`src/rtl/core/pdvf_pkg.sv`:
```
package pdvf_pkg;

    localparam int CNT_W     = 24;
    localparam int SUM_W     = 25;
    localparam int INDEL_W   = 28;
    localparam int POS_W     = 28;
    localparam int TOTAL_W   = 28;
    localparam int CFG_W     = 16;
    localparam int BASE_W    = 27;
    localparam int TOT_W     = 28;
    localparam int TOT_DEL_W = 29;
    localparam int VAR_SUM_W = 30;
    localparam int X100_W    = 32;
    localparam int T33_W     = 34;
    localparam int T8_W      = 31;

    localparam int NUM_BASES = 4;

    localparam int PCT_SCALE  = 100;
    localparam int PCT_STRAND = 33;
    localparam int PCT_MIN    = 8;

    localparam int MAX_INDEL_ITEMS_DEFAULT = 16;

    localparam int QUEUE_DEPTH = 2;
    localparam int QUEUE_PTR_W = $clog2(QUEUE_DEPTH);
    localparam int QUEUE_CNT_W = $clog2(QUEUE_DEPTH + 1);

    localparam logic [CFG_W-1:0] MIN_ALL_COVERAGE_RESET = CFG_W'(8);
    localparam logic [CFG_W-1:0] MIN_VAR_COVERAGE_RESET = CFG_W'(4);

    localparam logic REG_MIN_ALL_COVERAGE = 1'b0;
    localparam logic REG_MIN_VAR_COVERAGE = 1'b1;

    typedef enum logic [1:0] {
        KIND_REF,
        KIND_BASE,
        KIND_DEL,
        KIND_INS
    } kind_t;

    typedef struct packed {
        logic [CFG_W-1:0] min_all;
        logic [CFG_W-1:0] min_var;
    } cfg_t;

    typedef struct packed {
        logic [POS_W-1:0]                   position;
        logic [NUM_BASES-1:0][CNT_W-1:0]    tested_plus;
        logic [NUM_BASES-1:0][CNT_W-1:0]    tested_minus;
        logic [NUM_BASES-1:0][SUM_W-1:0]    other_sum;
        logic [1:0][SUM_W-1:0]              ref_sum;
        logic [INDEL_W-1:0]                 del_sum;
        logic [INDEL_W-1:0]                 ins_sum;
        logic [1:0]                         var_present;
        logic                               not_n;
    } snap_t;

    function automatic logic [CNT_W-1:0] sat_add24(input logic [CNT_W-1:0] a,
                                                   input logic [CNT_W-1:0] b);
        logic [CNT_W:0] s;
        s = {1'b0, a} + {1'b0, b};
        return s[CNT_W] ? {CNT_W{1'b1}} : s[CNT_W-1:0];
    endfunction

    function automatic logic [SUM_W-1:0] sat_add25(input logic [SUM_W-1:0] a,
                                                   input logic [SUM_W-1:0] b);
        logic [SUM_W:0] s;
        s = {1'b0, a} + {1'b0, b};
        return s[SUM_W] ? {SUM_W{1'b1}} : s[SUM_W-1:0];
    endfunction

    function automatic logic [INDEL_W-1:0] sat_add28(input logic [INDEL_W-1:0] a,
                                                     input logic [CNT_W-1:0] b);
        logic [INDEL_W:0] s;
        s = {1'b0, a} + (INDEL_W + 1)'(b);
        return s[INDEL_W] ? {INDEL_W{1'b1}} : s[INDEL_W-1:0];
    endfunction

endpackage

```
`src/rtl/core/pdvf_front.sv`:
```
module pdvf_front #(
    parameter int MAX_INDEL_ITEMS = pdvf_pkg::MAX_INDEL_ITEMS_DEFAULT
) (
    input  logic                       clk,
    input  logic                       rst_n,
    input  logic                       in_valid,
    output logic                       in_ready,
    input  logic [1:0]                 kind,
    input  logic                       sample,
    input  logic [1:0]                 base,
    input  logic [pdvf_pkg::CNT_W-1:0] count_plus,
    input  logic [pdvf_pkg::CNT_W-1:0] count_minus,
    input  logic                       has_variant,
    input  logic                       ref_is_n,
    input  logic [pdvf_pkg::POS_W-1:0] position,
    input  logic                       last,
    output logic                       push_valid,
    input  logic                       push_ready,
    output pdvf_pkg::snap_t            push_data
);
    import pdvf_pkg::*;

    localparam int ITEM_W = $clog2(MAX_INDEL_ITEMS + 1);

    logic [NUM_BASES-1:0][CNT_W-1:0] tp_reg, tp_next;
    logic [NUM_BASES-1:0][CNT_W-1:0] tm_reg, tm_next;
    logic [NUM_BASES-1:0][SUM_W-1:0] other_reg, other_next;
    logic [1:0][SUM_W-1:0]           ref_reg, ref_next;
    logic [INDEL_W-1:0]              del_reg, del_next;
    logic [INDEL_W-1:0]              ins_reg, ins_next;
    logic [1:0]                      var_reg, var_next;
    logic [1:0]                      ended_reg, ended_next;
    logic [1:0][ITEM_W-1:0]          items_reg, items_next;
    logic                            not_n_reg, not_n_next;
    logic                            li;
    logic                            accept;

    assign in_ready   = push_ready;
    assign accept     = in_valid && in_ready;
    assign push_valid = in_valid && last;

    always_comb
    begin
        tp_next    = tp_reg;
        tm_next    = tm_reg;
        other_next = other_reg;
        ref_next   = ref_reg;
        del_next   = del_reg;
        ins_next   = ins_reg;
        var_next   = var_reg;
        ended_next = ended_reg;
        items_next = items_reg;
        not_n_next = not_n_reg;
        li         = kind[0];
        case (kind_t'(kind))
            KIND_REF:
            begin
                ref_next[sample] = sat_add25(ref_reg[sample],
                                             {1'b0, count_plus} + {1'b0, count_minus});
                if (has_variant)
                begin
                    var_next[sample] = 1'b1;
                end
                not_n_next = !ref_is_n;
            end
            KIND_BASE:
            begin
                if (sample)
                begin
                    tp_next[base] = sat_add24(tp_reg[base], count_plus);
                    tm_next[base] = sat_add24(tm_reg[base], count_minus);
                end
                else
                begin
                    other_next[base] = sat_add25(other_reg[base],
                                                 {1'b0, count_plus} + {1'b0, count_minus});
                end
            end
            KIND_DEL, KIND_INS:
            begin
                if (sample && !ended_reg[li] &&
                    items_reg[li] < ITEM_W'(MAX_INDEL_ITEMS))
                begin
                    if (count_plus == '0)
                    begin
                        ended_next[li] = 1'b1;
                    end
                    else
                    begin
                        if (li)
                        begin
                            ins_next = sat_add28(ins_reg, count_plus);
                        end
                        else
                        begin
                            del_next = sat_add28(del_reg, count_plus);
                        end
                        items_next[li] = items_reg[li] + 1'b1;
                    end
                end
            end
            default:
            begin
            end
        endcase
    end

    always_comb
    begin
        push_data.position     = position;
        push_data.tested_plus  = tp_next;
        push_data.tested_minus = tm_next;
        push_data.other_sum    = other_next;
        push_data.ref_sum      = ref_next;
        push_data.del_sum      = del_next;
        push_data.ins_sum      = ins_next;
        push_data.var_present  = var_next;
        push_data.not_n        = not_n_next;
    end

    always_ff @(posedge clk or negedge rst_n)
    begin
        if (!rst_n)
        begin
            tp_reg    <= '0;
            tm_reg    <= '0;
            other_reg <= '0;
            ref_reg   <= '0;
            del_reg   <= '0;
            ins_reg   <= '0;
            var_reg   <= '0;
            ended_reg <= '0;
            items_reg <= '0;
            not_n_reg <= 1'b0;
        end
        else if (accept)
        begin
            not_n_reg <= not_n_next;
            if (last)
            begin
                tp_reg    <= '0;
                tm_reg    <= '0;
                other_reg <= '0;
                ref_reg   <= '0;
                del_reg   <= '0;
                ins_reg   <= '0;
                var_reg   <= '0;
                ended_reg <= '0;
                items_reg <= '0;
            end
            else
            begin
                tp_reg    <= tp_next;
                tm_reg    <= tm_next;
                other_reg <= other_next;
                ref_reg   <= ref_next;
                del_reg   <= del_next;
                ins_reg   <= ins_next;
                var_reg   <= var_next;
                ended_reg <= ended_next;
                items_reg <= items_next;
            end
        end
    end

endmodule

```
`src/rtl/core/pdvf_queue.sv`:
```
module pdvf_queue (
    input  logic            clk,
    input  logic            rst_n,
    input  logic            push_valid,
    output logic            push_ready,
    input  pdvf_pkg::snap_t push_data,
    output logic            pop_valid,
    input  logic            pop_ready,
    output pdvf_pkg::snap_t pop_data
);
    import pdvf_pkg::*;

    snap_t                  entry_reg [QUEUE_DEPTH];
    logic [QUEUE_PTR_W-1:0] wr_ptr_reg, wr_ptr_next;
    logic [QUEUE_PTR_W-1:0] rd_ptr_reg, rd_ptr_next;
    logic [QUEUE_CNT_W-1:0] count_reg, count_next;
    logic                   do_push;
    logic                   do_pop;

    assign push_ready = count_reg != QUEUE_CNT_W'(QUEUE_DEPTH);
    assign pop_valid  = count_reg != '0;
    assign pop_data   = entry_reg[rd_ptr_reg];
    assign do_push    = push_valid && push_ready;
    assign do_pop     = pop_valid && pop_ready;

    always_comb
    begin
        wr_ptr_next = wr_ptr_reg;
        rd_ptr_next = rd_ptr_reg;
        count_next  = count_reg;
        if (do_push)
        begin
            wr_ptr_next = (wr_ptr_reg == QUEUE_PTR_W'(QUEUE_DEPTH - 1)) ? '0
                                                                       : wr_ptr_reg + 1'b1;
        end
        if (do_pop)
        begin
            rd_ptr_next = (rd_ptr_reg == QUEUE_PTR_W'(QUEUE_DEPTH - 1)) ? '0
                                                                       : rd_ptr_reg + 1'b1;
        end
        if (do_push && !do_pop)
        begin
            count_next = count_reg + 1'b1;
        end
        else if (do_pop && !do_push)
        begin
            count_next = count_reg - 1'b1;
        end
    end

    always_ff @(posedge clk or negedge rst_n)
    begin
        if (!rst_n)
        begin
            wr_ptr_reg <= '0;
            rd_ptr_reg <= '0;
            count_reg  <= '0;
        end
        else
        begin
            wr_ptr_reg <= wr_ptr_next;
            rd_ptr_reg <= rd_ptr_next;
            count_reg  <= count_next;
        end
    end

    always_ff @(posedge clk)
    begin
        if (do_push)
        begin
            entry_reg[wr_ptr_reg] <= push_data;
        end
    end

endmodule

```
`src/rtl/core/pdvf_back.sv`:
```
module pdvf_back (
    input  logic                         clk,
    input  logic                         rst_n,
    input  pdvf_pkg::cfg_t               cfg,
    input  logic                         pop_valid,
    output logic                         pop_ready,
    input  pdvf_pkg::snap_t              pop_data,
    output logic                         out_valid,
    input  logic                         out_ready,
    output logic [pdvf_pkg::POS_W-1:0]   position_res,
    output logic                         differs,
    output logic                         callable,
    output logic [pdvf_pkg::TOTAL_W-1:0] callable_total,
    output logic [pdvf_pkg::TOTAL_W-1:0] not_n_total
);
    import pdvf_pkg::*;

    typedef struct packed {
        logic [POS_W-1:0]                position;
        logic [NUM_BASES-1:0][SUM_W-1:0] x;
        logic [NUM_BASES-1:0]            pair;
        logic [NUM_BASES-1:0]            o_zero;
        logic [BASE_W-1:0]               base_t;
        logic [BASE_W-1:0]               base_r;
        logic [SUM_W-1:0]                ref_t;
        logic [SUM_W-1:0]                ref_r;
        logic [INDEL_W-1:0]              del_sum;
        logic [INDEL_W-1:0]              ins_sum;
        logic                            var_t;
        logic                            var_r;
        logic                            not_n;
    } st1_t;

    typedef struct packed {
        logic [POS_W-1:0]                position;
        logic [NUM_BASES-1:0][SUM_W-1:0] x;
        logic [NUM_BASES-1:0]            pair;
        logic [NUM_BASES-1:0]            o_zero;
        logic [TOT_W-1:0]                tot_t;
        logic [TOT_W-1:0]                tot_r;
        logic [TOT_DEL_W-1:0]            tot_del;
        logic [VAR_SUM_W-1:0]            var_sum;
        logic                            var_t;
        logic                            var_r;
        logic                            not_n;
    } st2_t;

    typedef struct packed {
        logic [POS_W-1:0]                 position;
        logic [NUM_BASES-1:0][X100_W-1:0] x100;
        logic [NUM_BASES-1:0]             x_ge_var;
        logic [NUM_BASES-1:0]             pair;
        logic [NUM_BASES-1:0]             o_zero;
        logic [T33_W-1:0]                 t33;
        logic [T8_W-1:0]                  t8;
        logic                             ge_all_t;
        logic                             ge_all_r;
        logic                             ge_del;
        logic                             ge_var;
        logic                             r_nonzero;
        logic                             var_t;
        logic                             var_r;
        logic                             not_n;
    } st3_t;

    st1_t s1_reg, s1_next;
    st2_t s2_reg, s2_next;
    st3_t s3_reg, s3_next;
    logic v1_reg, v2_reg, v3_reg, out_valid_reg;
    logic take1, take2, take3, take4;

    logic [POS_W-1:0]   position_res_reg;
    logic               differs_reg, differs_next;
    logic               callable_reg, callable_next;
    logic [TOTAL_W-1:0] callable_count_reg, callable_count_next;
    logic [TOTAL_W-1:0] not_n_count_reg, not_n_count_next;
    logic [NUM_BASES-1:0] hit;

    // stall chain, back to front
    assign take4     = !out_valid_reg || out_ready;
    assign take3     = !v3_reg || take4;
    assign take2     = !v2_reg || take3;
    assign take1     = !v1_reg || take2;
    assign pop_ready = take1;

    // per-base depths and sample sums
    always_comb
    begin
        s1_next.position = pop_data.position;
        s1_next.base_t   = '0;
        s1_next.base_r   = '0;
        for (int j = 0; j < NUM_BASES; j++)
        begin
            s1_next.x[j] = {1'b0, pop_data.tested_plus[j]} + {1'b0, pop_data.tested_minus[j]};
            s1_next.pair[j] = (pop_data.tested_plus[j] > CNT_W'(1)) &&
                              (pop_data.tested_minus[j] > CNT_W'(1));
            s1_next.o_zero[j] = pop_data.other_sum[j] == '0;
            s1_next.base_t = s1_next.base_t + BASE_W'(pop_data.tested_plus[j])
                                            + BASE_W'(pop_data.tested_minus[j]);
            s1_next.base_r = s1_next.base_r + BASE_W'(pop_data.other_sum[j]);
        end
        s1_next.ref_t   = pop_data.ref_sum[1];
        s1_next.ref_r   = pop_data.ref_sum[0];
        s1_next.del_sum = pop_data.del_sum;
        s1_next.ins_sum = pop_data.ins_sum;
        s1_next.var_t   = pop_data.var_present[1];
        s1_next.var_r   = pop_data.var_present[0];
        s1_next.not_n   = pop_data.not_n;
    end

    // sample totals
    always_comb
    begin
        s2_next.position = s1_reg.position;
        s2_next.x        = s1_reg.x;
        s2_next.pair     = s1_reg.pair;
        s2_next.o_zero   = s1_reg.o_zero;
        s2_next.tot_t    = TOT_W'(s1_reg.ref_t) +
                           (s1_reg.var_t ? TOT_W'(s1_reg.base_t) : '0);
        s2_next.tot_r    = TOT_W'(s1_reg.ref_r) +
                           (s1_reg.var_r ? TOT_W'(s1_reg.base_r) : '0);
        s2_next.tot_del  = TOT_DEL_W'(s2_next.tot_t) + TOT_DEL_W'(s1_reg.del_sum);
        s2_next.var_sum  = VAR_SUM_W'(s1_reg.base_t) + VAR_SUM_W'(s1_reg.del_sum) +
                           VAR_SUM_W'(s1_reg.ins_sum);
        s2_next.var_t    = s1_reg.var_t;
        s2_next.var_r    = s1_reg.var_r;
        s2_next.not_n    = s1_reg.not_n;
    end

    // scaled terms and coverage compares
    always_comb
    begin
        s3_next.position = s2_reg.position;
        for (int j = 0; j < NUM_BASES; j++)
        begin
            s3_next.x100[j]     = X100_W'(s2_reg.x[j]) * X100_W'(PCT_SCALE);
            s3_next.x_ge_var[j] = s2_reg.x[j] >= SUM_W'(cfg.min_var);
        end
        s3_next.pair      = s2_reg.pair;
        s3_next.o_zero    = s2_reg.o_zero;
        s3_next.t33       = T33_W'(s2_reg.tot_t) * T33_W'(PCT_STRAND);
        s3_next.t8        = T8_W'(s2_reg.tot_t) * T8_W'(PCT_MIN);
        s3_next.ge_all_t  = s2_reg.tot_t >= TOT_W'(cfg.min_all);
        s3_next.ge_all_r  = s2_reg.tot_r >= TOT_W'(cfg.min_all);
        s3_next.ge_del    = s2_reg.tot_del >= TOT_DEL_W'(cfg.min_all);
        s3_next.ge_var    = s2_reg.var_sum >= VAR_SUM_W'(cfg.min_var);
        s3_next.r_nonzero = s2_reg.tot_r != '0;
        s3_next.var_t     = s2_reg.var_t;
        s3_next.var_r     = s2_reg.var_r;
        s3_next.not_n     = s2_reg.not_n;
    end

    // decision and running counts
    always_comb
    begin
        for (int j = 0; j < NUM_BASES; j++)
        begin
            hit[j] = (s3_reg.pair[j] ||
                      (s3_reg.ge_all_t && T33_W'(s3_reg.x100[j]) >= s3_reg.t33)) &&
                     s3_reg.x_ge_var[j] &&
                     s3_reg.x100[j] >= X100_W'(s3_reg.t8) &&
                     s3_reg.ge_all_r &&
                     (!s3_reg.var_r || (s3_reg.o_zero[j] && s3_reg.r_nonzero));
        end
        differs_next  = s3_reg.var_t && s3_reg.ge_del && s3_reg.ge_var && (|hit);
        callable_next = s3_reg.ge_all_t && s3_reg.ge_all_r;
        callable_count_next = callable_count_reg;
        if (callable_next && callable_count_reg != {TOTAL_W{1'b1}})
        begin
            callable_count_next = callable_count_reg + 1'b1;
        end
        not_n_count_next = not_n_count_reg;
        if (s3_reg.not_n && not_n_count_reg != {TOTAL_W{1'b1}})
        begin
            not_n_count_next = not_n_count_reg + 1'b1;
        end
    end

    always_ff @(posedge clk or negedge rst_n)
    begin
        if (!rst_n)
        begin
            v1_reg             <= 1'b0;
            v2_reg             <= 1'b0;
            v3_reg             <= 1'b0;
            out_valid_reg      <= 1'b0;
            callable_count_reg <= '0;
            not_n_count_reg    <= '0;
        end
        else
        begin
            if (take1)
            begin
                v1_reg <= pop_valid;
            end
            if (take2)
            begin
                v2_reg <= v1_reg;
            end
            if (take3)
            begin
                v3_reg <= v2_reg;
            end
            if (take4)
            begin
                out_valid_reg <= v3_reg;
                if (v3_reg)
                begin
                    callable_count_reg <= callable_count_next;
                    not_n_count_reg    <= not_n_count_next;
                end
            end
        end
    end

    always_ff @(posedge clk)
    begin
        if (take1 && pop_valid)
        begin
            s1_reg <= s1_next;
        end
        if (take2 && v1_reg)
        begin
            s2_reg <= s2_next;
        end
        if (take3 && v2_reg)
        begin
            s3_reg <= s3_next;
        end
        if (take4 && v3_reg)
        begin
            position_res_reg <= s3_reg.position;
            differs_reg      <= differs_next;
            callable_reg     <= callable_next;
        end
    end

    assign out_valid      = out_valid_reg;
    assign position_res   = position_res_reg;
    assign differs        = differs_reg;
    assign callable       = callable_reg;
    assign callable_total = callable_count_reg;
    assign not_n_total    = not_n_count_reg;

endmodule

```
`src/rtl/core/pileup_differential_variant_filter.sv`:
```
// Pileup differential variant filter.
// Input channel (in_valid/in_ready): one beat per count item of a genome position,
// reference-match, per-base, deletion or insertion counts for either sample; the
// beat with last set closes the position.
// Output channel (out_valid/out_ready): one beat per closed position with the
// differs and callable flags and the running callable and non-N totals.
// Configuration: cfg_write with cfg_index 0 sets min_all_coverage, index 1 sets
// min_var_coverage; write only while no position is in flight.
// Throughput: one input beat per clock while in_ready is high, the front end folding
// each accepted beat into its accumulators; decisions leave at up to one per clock.
// Path: a position's snapshot is written into the queue when its last beat is
// accepted, then passes three decision stages and the output register.
// Stall: when out_ready is low the decision pipe and a two-entry queue fill up;
// in_ready follows the queue's push_ready and drops once the queue is full, which
// holds last and non-last beats alike.
// Reset: accumulators, running totals and queue are cleared, thresholds return
// to 8 and 4.
module pileup_differential_variant_filter #(
    parameter int MAX_INDEL_ITEMS = pdvf_pkg::MAX_INDEL_ITEMS_DEFAULT
) (
    input  logic                         clk,
    input  logic                         rst_n,
    input  logic                         cfg_write,
    input  logic                         cfg_index,
    input  logic [pdvf_pkg::CFG_W-1:0]   cfg_data,
    input  logic                         in_valid,
    output logic                         in_ready,
    input  logic [1:0]                   kind,
    input  logic                         sample,
    input  logic [1:0]                   base,
    input  logic [pdvf_pkg::CNT_W-1:0]   count_plus,
    input  logic [pdvf_pkg::CNT_W-1:0]   count_minus,
    input  logic                         has_variant,
    input  logic                         ref_is_n,
    input  logic [pdvf_pkg::POS_W-1:0]   position,
    input  logic                         last,
    output logic                         out_valid,
    input  logic                         out_ready,
    output logic [pdvf_pkg::POS_W-1:0]   position_res,
    output logic                         differs,
    output logic                         callable,
    output logic [pdvf_pkg::TOTAL_W-1:0] callable_total,
    output logic [pdvf_pkg::TOTAL_W-1:0] not_n_total
);
    import pdvf_pkg::*;

    cfg_t  cfg_reg;
    logic  push_valid, push_ready;
    snap_t push_data;
    logic  pop_valid, pop_ready;
    snap_t pop_data;

    always_ff @(posedge clk or negedge rst_n)
    begin
        if (!rst_n)
        begin
            cfg_reg.min_all <= MIN_ALL_COVERAGE_RESET;
            cfg_reg.min_var <= MIN_VAR_COVERAGE_RESET;
        end
        else if (cfg_write)
        begin
            case (cfg_index)
                REG_MIN_ALL_COVERAGE: cfg_reg.min_all <= cfg_data;
                REG_MIN_VAR_COVERAGE: cfg_reg.min_var <= cfg_data;
                default:
                begin
                end
            endcase
        end
    end

    pdvf_front #(
        .MAX_INDEL_ITEMS (MAX_INDEL_ITEMS)
    ) u_front (
        .clk         (clk),
        .rst_n       (rst_n),
        .in_valid    (in_valid),
        .in_ready    (in_ready),
        .kind        (kind),
        .sample      (sample),
        .base        (base),
        .count_plus  (count_plus),
        .count_minus (count_minus),
        .has_variant (has_variant),
        .ref_is_n    (ref_is_n),
        .position    (position),
        .last        (last),
        .push_valid  (push_valid),
        .push_ready  (push_ready),
        .push_data   (push_data)
    );

    pdvf_queue u_queue (
        .clk        (clk),
        .rst_n      (rst_n),
        .push_valid (push_valid),
        .push_ready (push_ready),
        .push_data  (push_data),
        .pop_valid  (pop_valid),
        .pop_ready  (pop_ready),
        .pop_data   (pop_data)
    );

    pdvf_back u_back (
        .clk            (clk),
        .rst_n          (rst_n),
        .cfg            (cfg_reg),
        .pop_valid      (pop_valid),
        .pop_ready      (pop_ready),
        .pop_data       (pop_data),
        .out_valid      (out_valid),
        .out_ready      (out_ready),
        .position_res   (position_res),
        .differs        (differs),
        .callable       (callable),
        .callable_total (callable_total),
        .not_n_total    (not_n_total)
    );

endmodule
```
`config.mk`:
```
export PLATFORM = sky130hd
export DESIGN_NAME = pileup_differential_variant_filter
export DESIGN_NICKNAME = d
export VERILOG_FILES = /design/src/rtl/core/pdvf_pkg.sv /design/src/rtl/core/pdvf_front.sv /design/src/rtl/core/pdvf_queue.sv /design/src/rtl/core/pdvf_back.sv /design/src/rtl/core/pileup_differential_variant_filter.sv
export SDC_FILE = /design/constraint.sdc
export NUM_CORES = 2
export LEC_CHECK = 0
export ABC_AREA = 1
export BUFFER_PORTS_ARGS = -buffer_cell sky130_fd_sc_hd__clkbuf_2
export CAP_MARGIN = 20
export CORE_MARGIN = 2
export CORE_UTILIZATION = 40
export CTS_CLUSTER_DIAMETER = 50
export CTS_CLUSTER_SIZE = 28
export DETAILED_ROUTE_END_ITERATION = 16
export SLEW_MARGIN = 5
export SYNTH_ARGS = -nofsm -noshare
export SYNTH_HDL_FRONTEND = slang
export SYNTH_SLANG_ARGS = --single-unit
```
`constraint.sdc`:
```
create_clock -name clk -period 18.7 [get_ports clk]
set_input_delay 1.87 -clock clk [delete_from_list [all_inputs] [get_ports clk]]
set_output_delay 1.87 -clock clk [all_outputs]
set_load 0.03 [all_outputs]
```
# == Yosys cells after proc, flatten, opt, wreduce, memory -nomap -nowiden ==
# Memory sizes are Yosys's and may differ from the RTL's.
# Index checks and enable logic that the tools add are counted.
# word_totals
ff_bits,1322
mem_bits_rw,858
input_bits,106
output_inout_bits,88
elab_cells,328
mem_count,1
# op_classes
addsub,33
n_mul,5
n_lt_le_gt_ge,31
n_eq_ne,7
n_mux,76
bitwise,3
n_reduce_logical,89
# mem_list
name,depth,width,rd,rd_ports_with_merged_regs,write_ports,line_no,source
u_queue.entry_reg,2,429,1,0,1,pdvf_queue.sv:13,snap_t entry_reg [QUEUE_DEPTH];
# ops
cell,count
2-to-1 mux 96 bit,6
2-to-1 mux 28 bit,12
2-to-1 mux 100 bit,3
adder 24 x 24 -> 25 bit,8
bitwise mux 96 bit,2
greater-than comparator 24 x 1 -> 1 bit (second input constant),8
2-to-1 mux 25 bit,7
adder 27 x 24 -> 27 bit,6
greater-or-equal comparator 32 x 34 -> 1 bit,4
greater-or-equal comparator 32 x 31 -> 1 bit,4
multiplier 25 x 5 -> 30 bit (second input constant),4
2-to-1 mux 24 bit,5
bitwise mux 100 bit,1
greater-or-equal comparator 25 x 16 -> 1 bit,4
logical NOT 25 bit,4
2-to-1 mux 50 bit,2
binary-select mux 24 bit (select 2 bit),2
adder 25 x 25 -> 26 bit,3
adder 28 x 24 -> 29 bit,2
adder 25 x 28 -> 28 bit,2
adder 28 x 1 -> 28 bit (second input constant),2
greater-or-equal comparator 28 x 16 -> 1 bit,2
inequality test 28 bit (second input constant),2
adder 27 x 25 -> 27 bit,2
other kinds (45),147

# == Logic depth before layout (Yosys ltp) ==
# logic_depth
word_depth,9
ltp_mapped,38
mapped_depth_nobuf,31

# == Modules after synthesis ==
# A second synthesis with hierarchy kept.
# unflattened
hier_cells,14127
hier_area_um2,133236.5
# modules_own_cells
module,instances,cells_per_inst,area_each_um2,seq_area_each_um2
pdvf_back,1,7227,68973.7,25764.7
pdvf_queue,1,2269,31610.3,25864.8
pdvf_front,1,4491,31330.0,10334.9
pileup_differential_variant_filter,1,140,1322.5,803.3

# == Worst setup path before layout ==
# OpenSTA, ideal clock, no wires.
# synth_timing
path_kind,input port to flip-flop
from,input port in_valid
to,memory u_queue.entry_reg[0][0] in the netlist's numbering (enable)
setup_time_ns,1.230
arrival_ns,20.207
required_ns,17.470
path_slack_ns,-2.737
cell_stages,5
n_path_buf,1
cell_sequence,nand2_1 > clkbuf_1 > nor2_1 > inv_1 > nor2_1
# synth_between
elab_chain_len,4
# synth_rtl
item,line_no,source
"start, declared",pileup_differential_variant_filter.sv:26,"input logic in_valid,"
logical AND 1 bit,pdvf_front.sv:40,assign push_valid = in_valid && last;
logical AND 1 bit,pdvf_queue.sv:23,assign do_push = push_valid && push_ready;
named net u_queue.do_push,pdvf_queue.sv:17,logic do_push;
2-to-1 mux 1 bit,pdvf_queue.sv:69,if (do_push)
2-to-1 mux 1 bit (not written as such),pdvf_queue.sv:71,entry_reg[wr_ptr_reg] <= push_data;
"end, declared",pdvf_queue.sv:13,
# The timed path passes the listed nets, and every way through them passes these cells.

==> impl_metrics.py <==
metrics = {
    "floorplan": {
        "start_util_pct": 40.1,
        "die_h_um": 574,
        "rows": 209,
        "dieArea_um2": 329000,
        "design.core.area_um2": 323000,
        "die_w_um": 574,
        "ios": 194,
    },
    "detailed_routing": {
        "vias": 96000,
        "drt_iter0_drc": 9591,
        "avgRoutedWirePerCell_um": 22.3,
        "dr.pass1.iters": 6,
        "ant_nets": 0,
        "drc": 0,
        "drt_wl_total_um": 404000,
        "vias_per_cell": 5.30,
    },
    "logic_synthesis": {
        "synth_cells": 13300,
        "syn_area_um2": 130000,
        "syn_area_per_cell_um2": 9.76,
        "ys_types": 75,
        "async_flop_share_pct": 23.4,
        "seq_area_frac_synth_pct": 48.3,
        "ys_ff_latch": 2175,
        "synth_top_cells_by_area": "edfxtp_1 (39%), ha_1 (12%), dfrtp_1 (9.8%), nand2_1 (8.6%), inv_1 (5.2%)",
        "yosys.area.top_type": "edfxtp_1",
        "yosysWarnings": 0,
        "synth_top_area_share_pct": 38.5,
        "syn_nets": 14900,
        "synthFlopType": "edfxtp_1",
        "synth-edff-count": 1666,
    },
    "finish": {
        "layout_common_cells": "nand2_1 (2966), inv_1 (1794), edfxtp_1 (1666)",
        "drive_above_1_share_pct": 7.70,
        "utilization_pct": 44.9,
        "largest_reg_flops": 858,
        "syn_to_final_growth_pct": 12.0,
        "layout_commonest_cell": "nand2_1",
        "fill_cells": 30800,
        "nets": 15200,
    },
    "sta": {
        "finalWorstSetupSlack_ns": 10.53,
        "fmax_mhz": 122,
        "final.setup_skew_ns": 0.0814,
        "relSlewSlack_pct": 16.2,
        "setup_viol": 0,
        "rsz0062_at_grt": "false",
        "finalSetupTns_ns": 0,
        "holdWs_ns": 0.407,
        "fin_crit_sh_pct": 43.7,
        "hold_viol": 0,
        "period_needed_ns": 8.17,
        "tightestPinTransition_ns": 1.25,
        "report.final.slew_viol_count": 0,
    },
    "placed_design": {
        "dp_hpwl_um": 309000,
        "port_buffers": 193,
        "gp_congestion": 0.948,
        "preCtsSetupSlack_ns": 10.48,
    },
    "clocking": {
        "cts_max_level": 5,
        "cts_hold_buffers": 0,
        "cts_resized": 0,
        "post_cts_buffers": 0,
        "clock_latency_ns": 0.94,
        "cts_made_buffers": 264,
        "clk_pin_slew_worst_paths_ns": 0.08,
        "clock_sinks": 2175,
        "clock_path_buffers": 4,
        "clockRootBuffer": "clkbuf_16",
        "cts_tree": "built",
    },
    "worst_setup_path": {
        "startpoint": "u_queue.rd_ptr_reg",
        "cp-end-kind": "register",
        "crit_end": "u_back.s1_reg[135]",
        "reg2regPathDepth": 23,
        "r2r_slack_ns": 10.53,
        "start_kind": "register",
        "path_max_fanout": 141,
        "cp.arrival_ns": 8.90,
        "critPathKind": "register to register",
        "worstPathRequired_ns": 19.43,
        "r2r-end": "u_back.s1_reg[135]",
        "regToRegStartpoint": "u_queue.rd_ptr_reg",
    },
    "global_route": {
        "grt_pass1_wl_um": 593000,
        "grt_overflow": 0,
        "grt_pass1_vias": 89700,
        "grt_usage_pct": 24.0,
        "antenna_found_initial": 32,
        "grt_max_degree": 173,
    },
    "flow_run": {
        "drv_cap": 0,
    },
    "hold_path": {
        "hold_class": "register to register",
    },
    "outcome": {
        "status": "finished clean",
    },
}
==> cells in the mapped netlist (156+ instances only) <==
library cell / n
inv_1: 1798
dfrtp_1: 507
a21oi_1: 828
or2_2: 156
fa_1: 242
xnor2_1: 218
nor2_1: 535
edfxtp_1: 1666
nand2_1: 2968
clkbuf_1: 258
nand3_1: 313
ha_1: 1270
o21ai_0: 792
xor2_1: 376
==> worst min path at each step <==
| stage | start | end | slack, ns | cells past startpoint |
|---|---|---|---|---|
| finish | u_back.s1_reg[203] | u_back.s2_reg[158] | 0.41 | 0 |
| CTS | u_back.s1_reg[274] | u_back.s2_reg[229] | 0.41 | 0 |
| detailed placement | u_back.s3_reg[227] | u_back.position_res[14] | 0.40 | 0 |
| floorplan | u_back.s3_reg[213] | u_back.position_res[0] | 0.40 | 0 |
| global route | u_back.s1_reg[203] | u_back.s2_reg[158] | 0.42 | 0 |
| global placement | u_back.s3_reg[228] | u_back.position_res[15] | 0.40 | 0 |
==> worst max-delay path, cell delays in order, from the launching register on <==
cell,delay (ns)
dfrtp_4,0.86
inv_8,0.59
buf_4,0.76
buf_12,0.47
or2_2,0.22
o21ai_0,0.15
fa_1,0.53
nor4_1,0.30
nor2_1,0.11
o21ai_0,0.53
a21oi_1,0.24
o21ai_0,0.32
a21boi_0,0.24
xnor2_1,0.20
fa_1,0.50
ha_1,0.37
nand2_1,0.11
nor4_1,0.37
nand2_1,0.10
o211ai_1,0.30
nand3_1,0.11
nand2_1,0.11
a21oi_1,0.07
o21bai_1,0.13
==> metrics by stage <==
step,std cells,cell area (um^2)
after floorplan,13300,130000
after CTS,18100,145000
after global routing,18100,145000
final,18100,145000
after global placement,17600,136000
after detailed placement,17600,136000
==> cells by family after synthesis <==
| kind of cell | count (synthesis) | share of synthesized area (%) |
|---|---|---|
| compound gates | 2412 | 10.6 |
| buf+inv | 2122 | 6.22 |
| xor+xnor | 594 | 4.01 |
| flops | 2175 | 48.3 |
| fa+ha+maj | 1512 | 16.0 |
| mux | 29 | 0.224 |
| simple gates | 4461 | 14.6 |
==> area by class of cell <==
class                           instances  area, um^2  share of cell area, %
Antenna cell                            4        10.0                0.00689
Sequential cell                      2175       62800                   43.2
Multi-Input combinational cell       9008       59100                   40.7
Tap cell                             4325        5410                   3.72
Timing Repair Buffer                  301        1900                   1.31
Clock buffer                          285        6780                   4.66
Clock inverter                        200        2540                   1.74
Inverter                             1813        6850                   4.71
==> metal layers <==
layer | vias to the layer above | track usage, % | share of wire, %
li1 | 45900 | - | -
met1 | 46000 | 35.8 | 46
met2 | 3393 | 35.3 | 42
met3 | 613 | 3.67 | 7.6
met4 | 28 | 8.41 | 3.8
met5 | - | 0 | 0.045
Power is left out: the tool's default activity adds up to more than one toggle a clock period on the data nets, which glitch-free logic cannot reach.
